File: config.mk
export PLATFORM = sky130hd
export DESIGN_NAME = comfort_indicator_sequencer
export DESIGN_NICKNAME = d
export VERILOG_FILES = /design/src/cis_pkg.sv /design/src/cis_classify.sv /design/src/cis_csr.sv /design/src/cis_core.sv /design/src/comfort_indicator_sequencer.sv
export VERILOG_INCLUDE_DIRS = /design/src /design/src/src
export SDC_FILE = /design/constraint.sdc
export NUM_CORES = 1
export LEC_CHECK = 0
export BUFFER_PORTS_ARGS = -buffer_cell sky130_fd_sc_hd__buf_4
export CAP_MARGIN = 40
export CORE_ASPECT_RATIO = 1.1
export CORE_UTILIZATION = 40
export DETAILED_ROUTE_END_ITERATION = 10
export GPL_ROUTABILITY_DRIVEN = 0
export GPL_TIMING_DRIVEN = 0
export PLACE_DENSITY = 0.68
export SLEW_MARGIN = 10
export SYNTH_ARGS = -nofsm -noshare
export SYNTH_HDL_FRONTEND = slang
export SYNTH_SLANG_ARGS = --single-unit
File: constraint.sdc
create_clock -name clock -period 8.6 [get_ports clock]
set_input_delay 0 -clock clock [delete_from_list [all_inputs] [get_ports clock]]
set_output_delay 0 -clock clock [all_outputs]
set_load 0.05 [all_outputs]
File: src/comfort_indicator_sequencer_defines.svh
// Assertion macros shared by the comfort indicator sequencer RTL.
// Expects signals named clock and reset in the including module.
`ifndef COMFORT_INDICATOR_SEQUENCER_DEFINES_SVH
`define COMFORT_INDICATOR_SEQUENCER_DEFINES_SVH

// Condition that must hold at every clock edge outside reset.
`define CIS_ASSERT_HOLDS(label, cond, msg) \
   label: assert property (@(posedge clock) disable iff (reset) (cond)) else $error(msg);

// Same-cycle implication.
`define CIS_ASSERT_IMPLIES(label, ante, cons, msg) \
   label: assert property (@(posedge clock) disable iff (reset) (ante) |-> (cons)) \
      else $error(msg);

// Next-cycle implication.
`define CIS_ASSERT_NEXT(label, ante, cons, msg) \
   label: assert property (@(posedge clock) disable iff (reset) (ante) |=> (cons)) \
      else $error(msg);

`endif

File: src/cis_pkg.sv
// Shared types, codes and lookup tables for the comfort indicator sequencer.
// No dependencies; imported by every module of the block.
package cis_pkg;

   localparam int PERIOD_W   = 16;
   localparam int MULT_W     = 8;
   localparam int BLINK_W    = 4;
   localparam int LEVEL_W    = 3;
   localparam int COLOR_W    = 2;
   localparam int PHASE_W    = 3;
   localparam int TEMP_W     = 8;
   localparam int HUM_W      = 7;
   localparam int KIND_W     = 2;
   localparam int CSR_IDX_W  = 3;
   localparam int CSR_DATA_W = 16;

   typedef struct packed {
      logic [KIND_W-1:0]        kind;
      logic signed [TEMP_W-1:0] temperature;
      logic [HUM_W-1:0]         humidity;
   } cis_req_type;

   typedef struct packed {
      logic [COLOR_W-1:0] led_color;
      logic               measure_request;
      logic [LEVEL_W-1:0] comfort_class;
      logic               monitoring_on;
      logic [PHASE_W-1:0] phase_now;
   } cis_rsp_type;

   typedef struct packed {
      logic [MULT_W-1:0]   event_multiplier;
      logic [BLINK_W-1:0]  blink_limit;
      logic [PERIOD_W-1:0] long_period;
      logic [PERIOD_W-1:0] blink_on_period;
      logic [PERIOD_W-1:0] blink_off_period;
      logic [PERIOD_W-1:0] short_period;
      logic [PERIOD_W-1:0] restart_period;
      logic [HUM_W-1:0]    dry_threshold;
   } cis_cfg_type;

   // request kinds
   localparam logic [KIND_W-1:0] KIND_TICK    = 2'd0;
   localparam logic [KIND_W-1:0] KIND_BUTTON  = 2'd1;
   localparam logic [KIND_W-1:0] KIND_MEASURE = 2'd2;

   // register indexes
   localparam logic [CSR_IDX_W-1:0] REG_EVENT_MULT  = 3'd0;
   localparam logic [CSR_IDX_W-1:0] REG_BLINK_LIMIT = 3'd1;
   localparam logic [CSR_IDX_W-1:0] REG_LONG        = 3'd2;
   localparam logic [CSR_IDX_W-1:0] REG_BLINK_ON    = 3'd3;
   localparam logic [CSR_IDX_W-1:0] REG_BLINK_OFF   = 3'd4;
   localparam logic [CSR_IDX_W-1:0] REG_SHORT       = 3'd5;
   localparam logic [CSR_IDX_W-1:0] REG_RESTART     = 3'd6;
   localparam logic [CSR_IDX_W-1:0] REG_DRY_THRESH  = 3'd7;

   localparam cis_cfg_type CFG_RESET = '{
      event_multiplier: 8'd20,
      blink_limit:      4'd5,
      long_period:      16'd65535,
      blink_on_period:  16'd100,
      blink_off_period: 16'd13007,
      short_period:     16'd10,
      restart_period:   16'd1,
      dry_threshold:    7'd50
   };

   // comfort levels
   localparam logic [LEVEL_W-1:0] LV_DRY       = 3'd0;
   localparam logic [LEVEL_W-1:0] LV_WET       = 3'd1;
   localparam logic [LEVEL_W-1:0] LV_COMFORT   = 3'd2;
   localparam logic [LEVEL_W-1:0] LV_STILL_WET = 3'd3;
   localparam logic [LEVEL_W-1:0] LV_STILL_DRY = 3'd4;

   // LED colors
   localparam logic [COLOR_W-1:0] COL_OFF   = 2'd0;
   localparam logic [COLOR_W-1:0] COL_RED   = 2'd1;
   localparam logic [COLOR_W-1:0] COL_GREEN = 2'd2;
   localparam logic [COLOR_W-1:0] COL_BLUE  = 2'd3;

   typedef enum logic [4:0] {
      PH_MEASURE   = 5'b00001,
      PH_LED_ON    = 5'b00010,
      PH_BLINK_ON  = 5'b00100,
      PH_LED_OFF   = 5'b01000,
      PH_MEASURING = 5'b10000
   } cis_phase_type;

   localparam logic [PHASE_W-1:0] PHC_MEASURE   = 3'd0;
   localparam logic [PHASE_W-1:0] PHC_LED_ON    = 3'd1;
   localparam logic [PHASE_W-1:0] PHC_BLINK_ON  = 3'd2;
   localparam logic [PHASE_W-1:0] PHC_LED_OFF   = 3'd3;
   localparam logic [PHASE_W-1:0] PHC_MEASURING = 3'd4;

   function automatic logic [PHASE_W-1:0] phase_code(input cis_phase_type ph);
      logic [PHASE_W-1:0] code;
      unique case (ph)
         PH_MEASURE:   code = PHC_MEASURE;
         PH_LED_ON:    code = PHC_LED_ON;
         PH_BLINK_ON:  code = PHC_BLINK_ON;
         PH_LED_OFF:   code = PHC_LED_OFF;
         PH_MEASURING: code = PHC_MEASURING;
         default:      code = PHC_MEASURE;
      endcase
      return code;
   endfunction

   // comfort zones: temperature window and humidity bounds per degree
   localparam logic signed [TEMP_W-1:0] COMFY_T_MIN = 8'sd18;
   localparam logic signed [TEMP_W-1:0] COMFY_T_MAX = 8'sd24;
   localparam logic [HUM_W-1:0]         COMFY_H_MIN = 7'd33;
   localparam logic [HUM_W-1:0]         COMFY_H_MAX = 7'd75;
   localparam logic signed [TEMP_W-1:0] STILL_T_MIN = 8'sd16;
   localparam logic signed [TEMP_W-1:0] STILL_T_MAX = 8'sd27;
   localparam logic [HUM_W-1:0]         STILL_H_MIN = 7'd17;
   localparam logic [HUM_W-1:0]         STILL_H_MAX = 7'd87;

   function automatic logic [HUM_W-1:0] comfy_lo(input logic [2:0] idx);
      logic [HUM_W-1:0] v;
      case (idx)
         3'd0:    v = 7'd63;
         3'd1:    v = 7'd37;
         3'd2:    v = 7'd36;
         3'd3:    v = 7'd35;
         3'd4:    v = 7'd35;
         3'd5:    v = 7'd34;
         3'd6:    v = 7'd33;
         default: v = 7'd127;
      endcase
      return v;
   endfunction

   function automatic logic [HUM_W-1:0] comfy_hi(input logic [2:0] idx);
      logic [HUM_W-1:0] v;
      case (idx)
         3'd0:    v = 7'd75;
         3'd1:    v = 7'd73;
         3'd2:    v = 7'd71;
         3'd3:    v = 7'd68;
         3'd4:    v = 7'd66;
         3'd5:    v = 7'd55;
         3'd6:    v = 7'd41;
         default: v = 7'd0;
      endcase
      return v;
   endfunction

   function automatic logic [HUM_W-1:0] still_lo(input logic [3:0] idx);
      logic [HUM_W-1:0] v;
      case (idx)
         4'd0:    v = 7'd75;
         4'd1:    v = 7'd36;
         4'd2:    v = 7'd30;
         4'd3:    v = 7'd25;
         4'd4:    v = 7'd19;
         4'd5:    v = 7'd19;
         4'd6:    v = 7'd18;
         4'd7:    v = 7'd18;
         4'd8:    v = 7'd17;
         4'd9:    v = 7'd17;
         4'd10:   v = 7'd22;
         4'd11:   v = 7'd32;
         default: v = 7'd127;
      endcase
      return v;
   endfunction

   function automatic logic [HUM_W-1:0] still_hi(input logic [3:0] idx);
      logic [HUM_W-1:0] v;
      case (idx)
         4'd0:    v = 7'd75;
         4'd1:    v = 7'd87;
         4'd2:    v = 7'd85;
         4'd3:    v = 7'd83;
         4'd4:    v = 7'd82;
         4'd5:    v = 7'd81;
         4'd6:    v = 7'd76;
         4'd7:    v = 7'd71;
         4'd8:    v = 7'd66;
         4'd9:    v = 7'd63;
         4'd10:   v = 7'd50;
         4'd11:   v = 7'd32;
         default: v = 7'd0;
      endcase
      return v;
   endfunction

endpackage

File: src/cis_classify.sv
// Comfort classifier: maps temperature and humidity to a comfort level.
// Depends on cis_pkg for the zone tables and level codes.
module cis_classify (
   input  logic signed [cis_pkg::TEMP_W-1:0] temperature,
   input  logic [cis_pkg::HUM_W-1:0]         humidity,
   input  logic [cis_pkg::HUM_W-1:0]         dry_threshold,
   output logic [cis_pkg::LEVEL_W-1:0]       level
);
   import cis_pkg::*;

   logic [TEMP_W-1:0] comfy_off;
   logic [TEMP_W-1:0] still_off;
   logic              dry;
   logic              in_comfy;
   logic              in_still;

   assign comfy_off = temperature - COMFY_T_MIN;
   assign still_off = temperature - STILL_T_MIN;
   assign dry       = humidity < dry_threshold;

   always_comb begin
      in_comfy = (temperature >= COMFY_T_MIN) && (temperature <= COMFY_T_MAX)
              && (humidity >= COMFY_H_MIN) && (humidity <= COMFY_H_MAX)
              && (humidity >= comfy_lo(comfy_off[2:0]))
              && (humidity <= comfy_hi(comfy_off[2:0]));
      in_still = (temperature >= STILL_T_MIN) && (temperature <= STILL_T_MAX)
              && (humidity >= STILL_H_MIN) && (humidity <= STILL_H_MAX)
              && (humidity >= still_lo(still_off[3:0]))
              && (humidity <= still_hi(still_off[3:0]));
      if (in_comfy) begin
         level = LV_COMFORT;
      end else if (in_still) begin
         level = dry ? LV_STILL_DRY : LV_STILL_WET;
      end else begin
         level = dry ? LV_DRY : LV_WET;
      end
   end

endmodule

File: src/cis_csr.sv
// Configuration register file for the comfort indicator sequencer.
// Depends on cis_pkg for the register indexes and reset values.
module cis_csr (
   input  logic                             clock,
   input  logic                             reset,
   input  logic                             csr_valid,
   output logic                             csr_ready,
   input  logic [cis_pkg::CSR_IDX_W-1:0]    csr_index,
   input  logic [cis_pkg::CSR_DATA_W-1:0]   csr_wdata,
   output cis_pkg::cis_cfg_type             cfg
);
   import cis_pkg::*;

   cis_cfg_type cfg_ff;
   cis_cfg_type cfg_in;

   assign csr_ready = 1'b1;
   assign cfg       = cfg_ff;

   always_comb begin
      cfg_in = cfg_ff;
      if (csr_valid) begin
         unique case (csr_index)
            REG_EVENT_MULT:  cfg_in.event_multiplier = csr_wdata[MULT_W-1:0];
            REG_BLINK_LIMIT: cfg_in.blink_limit      = csr_wdata[BLINK_W-1:0];
            REG_LONG:        cfg_in.long_period      = csr_wdata[PERIOD_W-1:0];
            REG_BLINK_ON:    cfg_in.blink_on_period  = csr_wdata[PERIOD_W-1:0];
            REG_BLINK_OFF:   cfg_in.blink_off_period = csr_wdata[PERIOD_W-1:0];
            REG_SHORT:       cfg_in.short_period     = csr_wdata[PERIOD_W-1:0];
            REG_RESTART:     cfg_in.restart_period   = csr_wdata[PERIOD_W-1:0];
            REG_DRY_THRESH:  cfg_in.dry_threshold    = csr_wdata[HUM_W-1:0];
            default:         cfg_in = cfg_ff;
         endcase
      end
   end

   always_ff @(posedge clock) begin
      if (reset) begin
         cfg_ff <= CFG_RESET;
      end else begin
         cfg_ff <= cfg_in;
      end
   end

endmodule

File: src/cis_core.sv
// Sequencer state: monitoring flag, tick timer, event divider and phase machine.
// Depends on cis_pkg and the assertion macros in comfort_indicator_sequencer_defines.svh.
`include "comfort_indicator_sequencer_defines.svh"

module cis_core (
   input  logic                          clock,
   input  logic                          reset,
   input  logic                          fire,
   input  cis_pkg::cis_req_type          item,
   input  logic [cis_pkg::LEVEL_W-1:0]   class_level,
   input  cis_pkg::cis_cfg_type          cfg,
   output cis_pkg::cis_rsp_type          rsp
);
   import cis_pkg::*;

   logic                active_ff, active_in;
   cis_phase_type       phase_ff, phase_in;
   logic [MULT_W-1:0]   event_ff, event_in;
   logic [PERIOD_W-1:0] period_ff, period_in;
   logic [PERIOD_W-1:0] tick_ff, tick_in;
   logic [BLINK_W-1:0]  blinks_ff, blinks_in;
   logic [LEVEL_W-1:0]  level_ff, level_in;
   logic [COLOR_W-1:0]  color_ff, color_in;
   logic                meas_req;
   logic                step;
   logic [MULT_W:0]     event_next;

   assign event_next = {1'b0, event_ff} + {{MULT_W{1'b0}}, 1'b1};

   always_comb begin
      active_in = active_ff;
      phase_in  = phase_ff;
      event_in  = event_ff;
      period_in = period_ff;
      tick_in   = tick_ff;
      blinks_in = blinks_ff;
      level_in  = level_ff;
      color_in  = color_ff;
      meas_req  = 1'b0;
      step      = 1'b0;

      unique case (item.kind)
         KIND_TICK: begin
            if (period_ff != '0) begin
               if (tick_ff >= period_ff) begin
                  tick_in = '0;
                  if (event_next < {1'b0, cfg.event_multiplier}) begin
                     event_in = event_next[MULT_W-1:0];
                  end else begin
                     event_in = '0;
                     step     = 1'b1;
                  end
               end else begin
                  tick_in = tick_ff + 1'b1;
               end
            end
         end
         KIND_BUTTON: begin
            active_in = ~active_ff;
            tick_in   = '0;
            if (!active_ff) begin
               period_in = cfg.short_period;
            end else begin
               period_in = '0;
               phase_in  = PH_MEASURE;
               color_in  = COL_OFF;
            end
         end
         KIND_MEASURE: begin
            level_in = class_level;
            phase_in = PH_LED_OFF;
         end
         default: ;
      endcase

      // phase step; every period load also restarts the tick count
      if (step) begin
         unique case (phase_ff)
            PH_MEASURE: begin
               period_in = cfg.short_period;
               phase_in  = PH_MEASURING;
               meas_req  = 1'b1;
            end
            PH_MEASURING: begin
               period_in = cfg.short_period;
            end
            PH_LED_OFF: begin
               if (blinks_ff >= cfg.blink_limit) begin
                  phase_in  = PH_MEASURE;
                  period_in = cfg.short_period;
                  blinks_in = '0;
               end else begin
                  case (level_ff) inside
                     LV_DRY, LV_WET: begin
                        color_in  = (level_ff == LV_WET) ? COL_BLUE : COL_RED;
                        phase_in  = PH_LED_ON;
                        period_in = cfg.long_period;
                     end
                     LV_STILL_WET, LV_STILL_DRY, LV_COMFORT: begin
                        if (level_ff == LV_STILL_WET) begin
                           color_in = COL_BLUE;
                        end else if (level_ff == LV_STILL_DRY) begin
                           color_in = COL_RED;
                        end else begin
                           color_in = COL_GREEN;
                        end
                        phase_in  = PH_BLINK_ON;
                        blinks_in = blinks_ff + 1'b1;
                        period_in = cfg.blink_on_period;
                     end
                     default: ;
                  endcase
               end
            end
            PH_BLINK_ON: begin
               period_in = cfg.blink_off_period;
               phase_in  = PH_LED_OFF;
               color_in  = COL_OFF;
            end
            PH_LED_ON: begin
               phase_in  = PH_MEASURE;
               period_in = cfg.restart_period;
               color_in  = COL_OFF;
            end
            default: ;
         endcase
      end
   end

   always_comb begin
      rsp.led_color       = color_in;
      rsp.measure_request = meas_req;
      rsp.comfort_class   = level_in;
      rsp.monitoring_on   = active_in;
      rsp.phase_now       = phase_code(phase_in);
   end

   always_ff @(posedge clock) begin
      if (reset) begin
         active_ff <= 1'b0;
         phase_ff  <= PH_MEASURE;
         event_ff  <= '0;
         period_ff <= '0;
         tick_ff   <= '0;
         blinks_ff <= '0;
         level_ff  <= LV_DRY;
         color_ff  <= COL_OFF;
      end else if (fire) begin
         active_ff <= active_in;
         phase_ff  <= phase_in;
         event_ff  <= event_in;
         period_ff <= period_in;
         tick_ff   <= tick_in;
         blinks_ff <= blinks_in;
         level_ff  <= level_in;
         color_ff  <= color_in;
      end
   end

   `CIS_ASSERT_HOLDS(a_off_timer_stopped, active_ff || (period_ff == '0), "timer runs while off")
   `CIS_ASSERT_HOLDS(a_tick_bounded, tick_ff <= period_ff, "tick count beyond period")
   `CIS_ASSERT_IMPLIES(a_led_on_color, phase_ff == PH_LED_ON, (color_ff == COL_RED) || (color_ff == COL_BLUE), "steady LED without color")
   `CIS_ASSERT_IMPLIES(a_req_measuring, meas_req, (phase_in == PH_MEASURING) && step, "measurement request outside measure step")
   `CIS_ASSERT_NEXT(a_switch_on, fire && (item.kind == KIND_BUTTON) && !active_ff, active_ff && (tick_ff == '0) && (period_ff == $past(cfg.short_period)), "switch-on did not load short period")

endmodule

File: src/comfort_indicator_sequencer.sv
// Comfort indicator sequencer top level: request register, classifier, state core, result register.
// An accepted request waits in the request register; its result is captured in the result register.
// Throughput: one request per cycle without stalls; cis_core updates state per accepted request.
// The result register is released by rsp_ready; a stalled result holds the request register.
// Reset (synchronous, active high): monitoring off, timer stopped, phase measure, LED off,
// configuration registers back to their defaults, both pipeline registers empty.
module comfort_indicator_sequencer (
   input  logic                            clock,
   input  logic                            reset,
   input  logic                            req_valid,
   output logic                            req_ready,
   input  cis_pkg::cis_req_type            req_data,
   output logic                            rsp_valid,
   input  logic                            rsp_ready,
   output cis_pkg::cis_rsp_type            rsp_data,
   input  logic                            csr_valid,
   output logic                            csr_ready,
   input  logic [cis_pkg::CSR_IDX_W-1:0]   csr_index,
   input  logic [cis_pkg::CSR_DATA_W-1:0]  csr_wdata
);
   import cis_pkg::*;

   logic               in_valid_ff;
   cis_req_type        in_data_ff;
   logic               out_valid_ff;
   cis_rsp_type        out_data_ff;
   logic               advance;
   cis_cfg_type        cfg;
   logic [LEVEL_W-1:0] class_level;
   cis_rsp_type        core_rsp;

   assign advance   = in_valid_ff && (!out_valid_ff || rsp_ready);
   assign req_ready = !in_valid_ff || advance;
   assign rsp_valid = out_valid_ff;
   assign rsp_data  = out_data_ff;

   cis_csr u_csr (
      .clock     (clock),
      .reset     (reset),
      .csr_valid (csr_valid),
      .csr_ready (csr_ready),
      .csr_index (csr_index),
      .csr_wdata (csr_wdata),
      .cfg       (cfg)
   );

   cis_classify u_classify (
      .temperature   (in_data_ff.temperature),
      .humidity      (in_data_ff.humidity),
      .dry_threshold (cfg.dry_threshold),
      .level         (class_level)
   );

   cis_core u_core (
      .clock       (clock),
      .reset       (reset),
      .fire        (advance),
      .item        (in_data_ff),
      .class_level (class_level),
      .cfg         (cfg),
      .rsp         (core_rsp)
   );

   always_ff @(posedge clock) begin
      if (reset) begin
         in_valid_ff  <= 1'b0;
         out_valid_ff <= 1'b0;
      end else begin
         if (req_ready) begin
            in_valid_ff <= req_valid;
         end
         if (advance) begin
            out_valid_ff <= 1'b1;
         end else if (rsp_ready) begin
            out_valid_ff <= 1'b0;
         end
      end
   end

   always_ff @(posedge clock) begin
      if (req_valid && req_ready) begin
         in_data_ff <= req_data;
      end
      if (advance) begin
         out_data_ff <= core_rsp;
      end
   end

endmodule

Word-level counts from Yosys, hierarchy flattened
Memories as Yosys holds them, arrays and structs flattened.
Index checks and enable logic that the tools add are counted.
- multiplexer cells: 47
- divide/modulo/power cells: 0
- bitwise operators: 1
- equality and inequality tests: 30
- shift-type cells: 0
- $lt $le $gt $ge: 16
- multipliers: 0
- reductions and logical operators: 40
- $add $sub $neg: 5
- operator list (cell ; number):
    $mux W16 ; 8
    $pmux W16 S4 ; 1
    $pmux W7 S7 ; 1
    $pmux W7 S6 ; 1
    $pmux W16 S2 ; 1
    $mux W5 ; 5
    $eq A3 B3 Y1 const B ; 8
    $pmux W5 S4 ; 1
    $eq A3 B2 Y1 const B ; 6
    $mux W2 ; 9
    $add A16 B1 Y16 const B ; 1
    $ge A16 B16 Y1 ; 1
    $ge A8 B6 Y1 const B ; 2
    $le A8 B6 Y1 const B ; 2
    $reduce_and A2 Y1 ; 8
    $reduce_bool A16 Y1 ; 1
    $ge A7 B7 Y1 ; 2
    $le A7 B7 Y1 ; 2
    $le A7 B7 Y1 const B ; 2
    $logic_and A1 B1 Y1 ; 12
    $mux W3 ; 4
    $mux W4 ; 3
    $pmux W3 S4 ; 1
    $eq A5 B2 Y1 const B ; 2
    32 further kinds ; 55
- word-level logic and storage cells: 167
- bits in registers: 183
- latch bits: 0
- output and inout port bits: 13
- memories kept: 2
- RAM bits: 0
- bits of input ports: 41
- ROM bits: 224
- memory list (memory ; words ; bits a word ; read ports ; clocked after Yosys merged registers in ; wr ports ; RTL line ; text):
    (name not given) ; 16 ; 7 ; 1 ; 0 ; 0 ; cis_pkg.sv:150 ; case (idx)
    (name not given) ; 16 ; 7 ; 1 ; 0 ; 0 ; cis_pkg.sv:170 ; case (idx)

Depth between registers and ports, before layout
- word-level depth: 9
- gate-level depth with buffers: 14
- depth with buffers taken out: 13

By module
Synthesis repeated with hierarchy kept, for this count alone.
- cells, all modules: 1186
- area, all modules: 10794.1 µm²
- by module, submodules not included (module ; area each (µm²) ; instances ; cells each ; sequential area each (µm²)):
    cis_core ; 4659.5 ; 1 ; 601 ; 1101.1
    cis_csr ; 3910.0 ; 1 ; 368 ; 1981.9
    cis_classify ; 1310.0 ; 1 ; 180 ; 0.0
    comfort_indicator_sequencer ; 914.6 ; 1 ; 37 ; 850.8

Worst setup path after synthesis
No wires, ideal clock.
- kind: register to register
- start point: register out_valid_ff (netlist: rsp_valid)
- end point: register (tool-made name)
- buffers on the path: 0
- cell stages (with the launch flop): 10
- period minus slack after synthesis: 3288 ps
- arrival: 3155 ps
- library setup time: 133 ps
- data required time: 8467 ps
- slack: 5312 ps
- path through: dfxtp_1 > nor2b_1 > nand2_1 > nand2_1 > inv_1 > o21ai_0 > inv_1 > ha_1 > a21oi_1 > o22ai_1
- RTL lines (item ; RTL line ; text):
    start, declared ; comfort_indicator_sequencer.sv:25 ; logic out_valid_ff;
    start signal, assigned ; comfort_indicator_sequencer.sv:67 ; out_valid_ff <= 1'b0;
    start signal, assigned ; comfort_indicator_sequencer.sv:73 ; out_valid_ff <= 1'b1;
    start signal, assigned ; comfort_indicator_sequencer.sv:75 ; out_valid_ff <= 1'b0;

Worst setup path in the final report
- start point: register u_core.event_ff[0]
- end point: register u_core.period_ff[7]
- word-level cells in the longest chain between the ends: 7
- ends and longest elaborated chain (item ; RTL line ; text):
    start, declared ; cis_core.sv:18 ; logic [MULT_W-1:0] event_ff, event_in;
    start signal, assigned ; cis_core.sv:151 ; event_ff <= event_in;
    $add A8 B1 Y9 ; cis_core.sv:28 ; assign event_next = {1'b0, event_ff} + {{MULT_W{1'b0}}, 1'b1};
    $lt A9 B8 Y1 ; cis_core.sv:47 ; if (event_next < {1'b0, cfg.event_multiplier}) begin
    $mux W1 ; cis_core.sv:47 ;
    $mux W1 ; cis_core.sv:45 ; if (tick_ff >= period_ff) begin
    $mux W1 ; cis_core.sv:44 ; if (period_ff != '0) begin
    $mux W1 ; cis_core.sv:42 ; unique case (item.kind)
    $mux W16 ; cis_core.sv:77 ; if (step) begin
    end signal, assigned ; cis_core.sv:152 ; period_ff <= period_in;
    end, declared ; cis_core.sv:19 ; logic [PERIOD_W-1:0] period_ff, period_in;
Every way passes these cells.
A chain may end at the register's enable or synchronous reset.

==> metrics.txt <==
status finished, final reports clean; Hold Slack ~0.027 ns; # setup viols final 0; DR iter-0 viols 972; simple-gate area share of the yosys netlist 23.1%; Remaining DRCs 0; reg2reg path depth 14; Max Fclk 0.248 GHz; most common cell after layout, fill and taps aside nand2_1; Hold WC Path Type input pin to register; skew final 0.00944 ns; cell taking the most area after synthesis dfxtp_1; Worst slew margin 40.4%; H-Tree Depth 4; maximum VDD drop 0.000118 V; Syn Nets 1398; Worst-Margin Slew 0.888 ns; Rows 61; Multi-input gate area 5770 um2; Synth Register Bits 197; largest family of logic cells by synthesized area simple AND/OR/NAND/NOR gates; Post-Syn Area between 10000 and 15000 um2; Final Max Slew Viols 0; commonest cells after routing, fill and taps aside nand2_1, dfxtp_1, a21oi_1, nor2_1, ha_1; Power Density 169 nW/um2; post-synthesis instance total roughly 1300; number of global-route vias before repair 8987; DR vias about 9600; routed len/inst 16.8 um; CTS Root Cell clkbuf_16; XOR/XNOR Fraction of Synth Area under 10%; EDFF count, synth 27; Remaining Overflow, GRT 0; period utilisation layout about 47%; wirelength, routed 29200 um; global-route wire length before repair 46900 um; setup TNS 0 ns; number of max-cap violations 0; ANT cells 0; Setup crit end kind register; nets 1502; WP data required 8.93 ns; complex-gate fraction of the synthesized area 19.2%; CP cell instances ha_1 > nand3_1 > nor2_2 > xor2_1 > ha_1 > a21o_1 > a221o_1 > a21o_1 > a21oi_2 > nor3_2 > o21ai_1 > clkbuf_1 > nand2_1 > a32o_1; RSZ-0062 raised after global routing no; CP delay by family, top compound AO/OA/AOI/OAI gates; initial antenna violation count 0; CP peak stage delay 0.41 ns; area share of the largest cell type after synthesis 32.4%; clk buf depth 2; commonest register cell after synthesis dfxtp_1; First-pass DRT Iterations 7; clock slew at reported path FFs 0.07 ns; largest cells by area after synthesis dfxtp_1, ha_1, nand2_1; Synth Area per Inst slightly above 8 um2; Yosys warning count 0; Seq/Total Area, Yosys 40.1%; Worst Hold Depth 4; Seq. cell area 4210 um2; Num CTS Buffers 17; crit path DAT 4.35 ns; area share of fa/ha/maj cells after synthesis 8.92%; Layout area overhead 16.9%; hpwl dp between 20000 and 25000 um; Clock Latency Late Sink 0.43 ns; type of the worst setup path register to register; die height 172 um; number of routed nets with antenna violations 0; Die W 157 um; clock period minus worst slack 4.02 ns; Netlist cell types 70; CTS tree yes; post-CTS resize count 0; PortBufs 47; Total GRT Usage 22.4%; post-synthesis mux area share under 10%; largest net degree at the start of global routing 17; io pins 54; core area 25600 um2; clock sinks between 150 and 200; Levels on crit path 14; crit-path max FO 10; CP bufs+invs 1; Leak 4.73 nW; crit start category register; Die ar. 27000 um2; Hold Vio Cnt, Final 0; share of flip-flops with an asynchronous set or reset 0%; CP max stage cell dfxtp_1; proportion of layout cells with a drive suffix above 1 7.22%; Initial Utilization 41.1%; Vias/cell between 5 and 6; # fillers 2446
-- final cells by class --
class	count	share of cell area, %
multi-input combinational	942	46.9
sequential	197	34.3
timing repair buffer	85	5.98
clock buffer	23	4.23
tap	346	3.52
inverter	75	2.29
buffer	68	2.14
clock inverter	9	0.712
-- power breakdown --
part | internal (mW) | switching [mW]
combinational | 0.105 | 0.161
clock | 0.460 | 0.364
sequential | 0.964 | 0.0201
-- kinds of logic (layout without fill, tap and decap cells) --
group	after synthesis	count (layout)
xor+xnor	20	20
other cells	1	1
buf+inv	143	260
flops	197	197
fa+ha+maj	75	75
compound gates	301	301
mux	19	19
simple gates	526	526
-- cell usage after synthesis (15+ instances only) --
cell type	number
nand3_1	43
dfxtp_1	170
inv_1	74
nor3b_1	15
a32o_1	18
mux2i_1	16
ha_1	75
nand3b_1	21
nor2b_1	22
nand2_1	234
nor2_1	104
a21oi_1	115
a21o_1	23
a222oi_1	16
clkbuf_1	63
a211o_1	18
edfxtp_1	27
o21ai_0	38
nor3_1	24
-- tightest hold or removal path, delay by kind of cell --
family,cells,cell delay (ns)
AO/OA/AOI/OAI,1,0.05
buffers and inverters,1,0.12
AND/OR/NAND/NOR,2,0.24
-- path summary, 6_finish.rpt --
path	slack, ns	start	endpoint
worst min register to register	0.46	u_csr.cfg[62]	u_csr.cfg[62]
worst max register to register	4.58	u_core.event_ff[0]	u_core.period_ff[7]
worst max-delay path	4.58	u_core.event_ff[0]	u_core.period_ff[7]
worst min-delay path	0.03	csr_index[1]	u_csr.cfg[53]
-- registers in the layout, summed over array words and instances, names as in the netlist, named ones only --
name	flops
u_csr.cfg	99
in_data_ff	17
u_core.period_ff	16
u_core.tick_ff	16
rsp_data	10
u_core.event_ff	8
u_core.phase_ff	5
u_core.blinks_ff	4
u_core.level_ff	3
u_core.color_ff	2
in_valid_ff	1
rsp_valid	1
u_core.active_ff	1
-- stage by stage --
step           setup slack (ns)  area (um2)  power [mW]  cells  util, %
4_1_cts                    4.63       12300        2.08   1745     48.1
3_3_place_gp               4.73       11300        1.25   1675     44.2
3_5_place_dp               4.65       11400        1.26   1679     44.4
2_1_floorplan              5.31       10500        1.17   1282        -
6_report                   4.58       12300        2.08   1745     48.1
5_1_grt                    4.23       12300        2.15   1745     48.1
-- layer usage --
| metal | global-route usage (%) | vias up | wire (um) |
|---|---|---|---|
| li1 | - | 4709 | - |
| met1 | 27.3 | 4449 | 12400 |
| met2 | 39.3 | 330 | 14200 |
| met3 | 3.68 | 64 | 1800 |
| met4 | 8.95 | 0 | 850 |
| met5 | 0 | - | 0 |
-- timing repair --
item,CTS,global route
endpoints found under the hold margin,94,0
buffers inserted,0,0
setup endpoints to repair,0,0
hold buffers,34,0
Note: power is estimated with default switching activity, not from simulation.
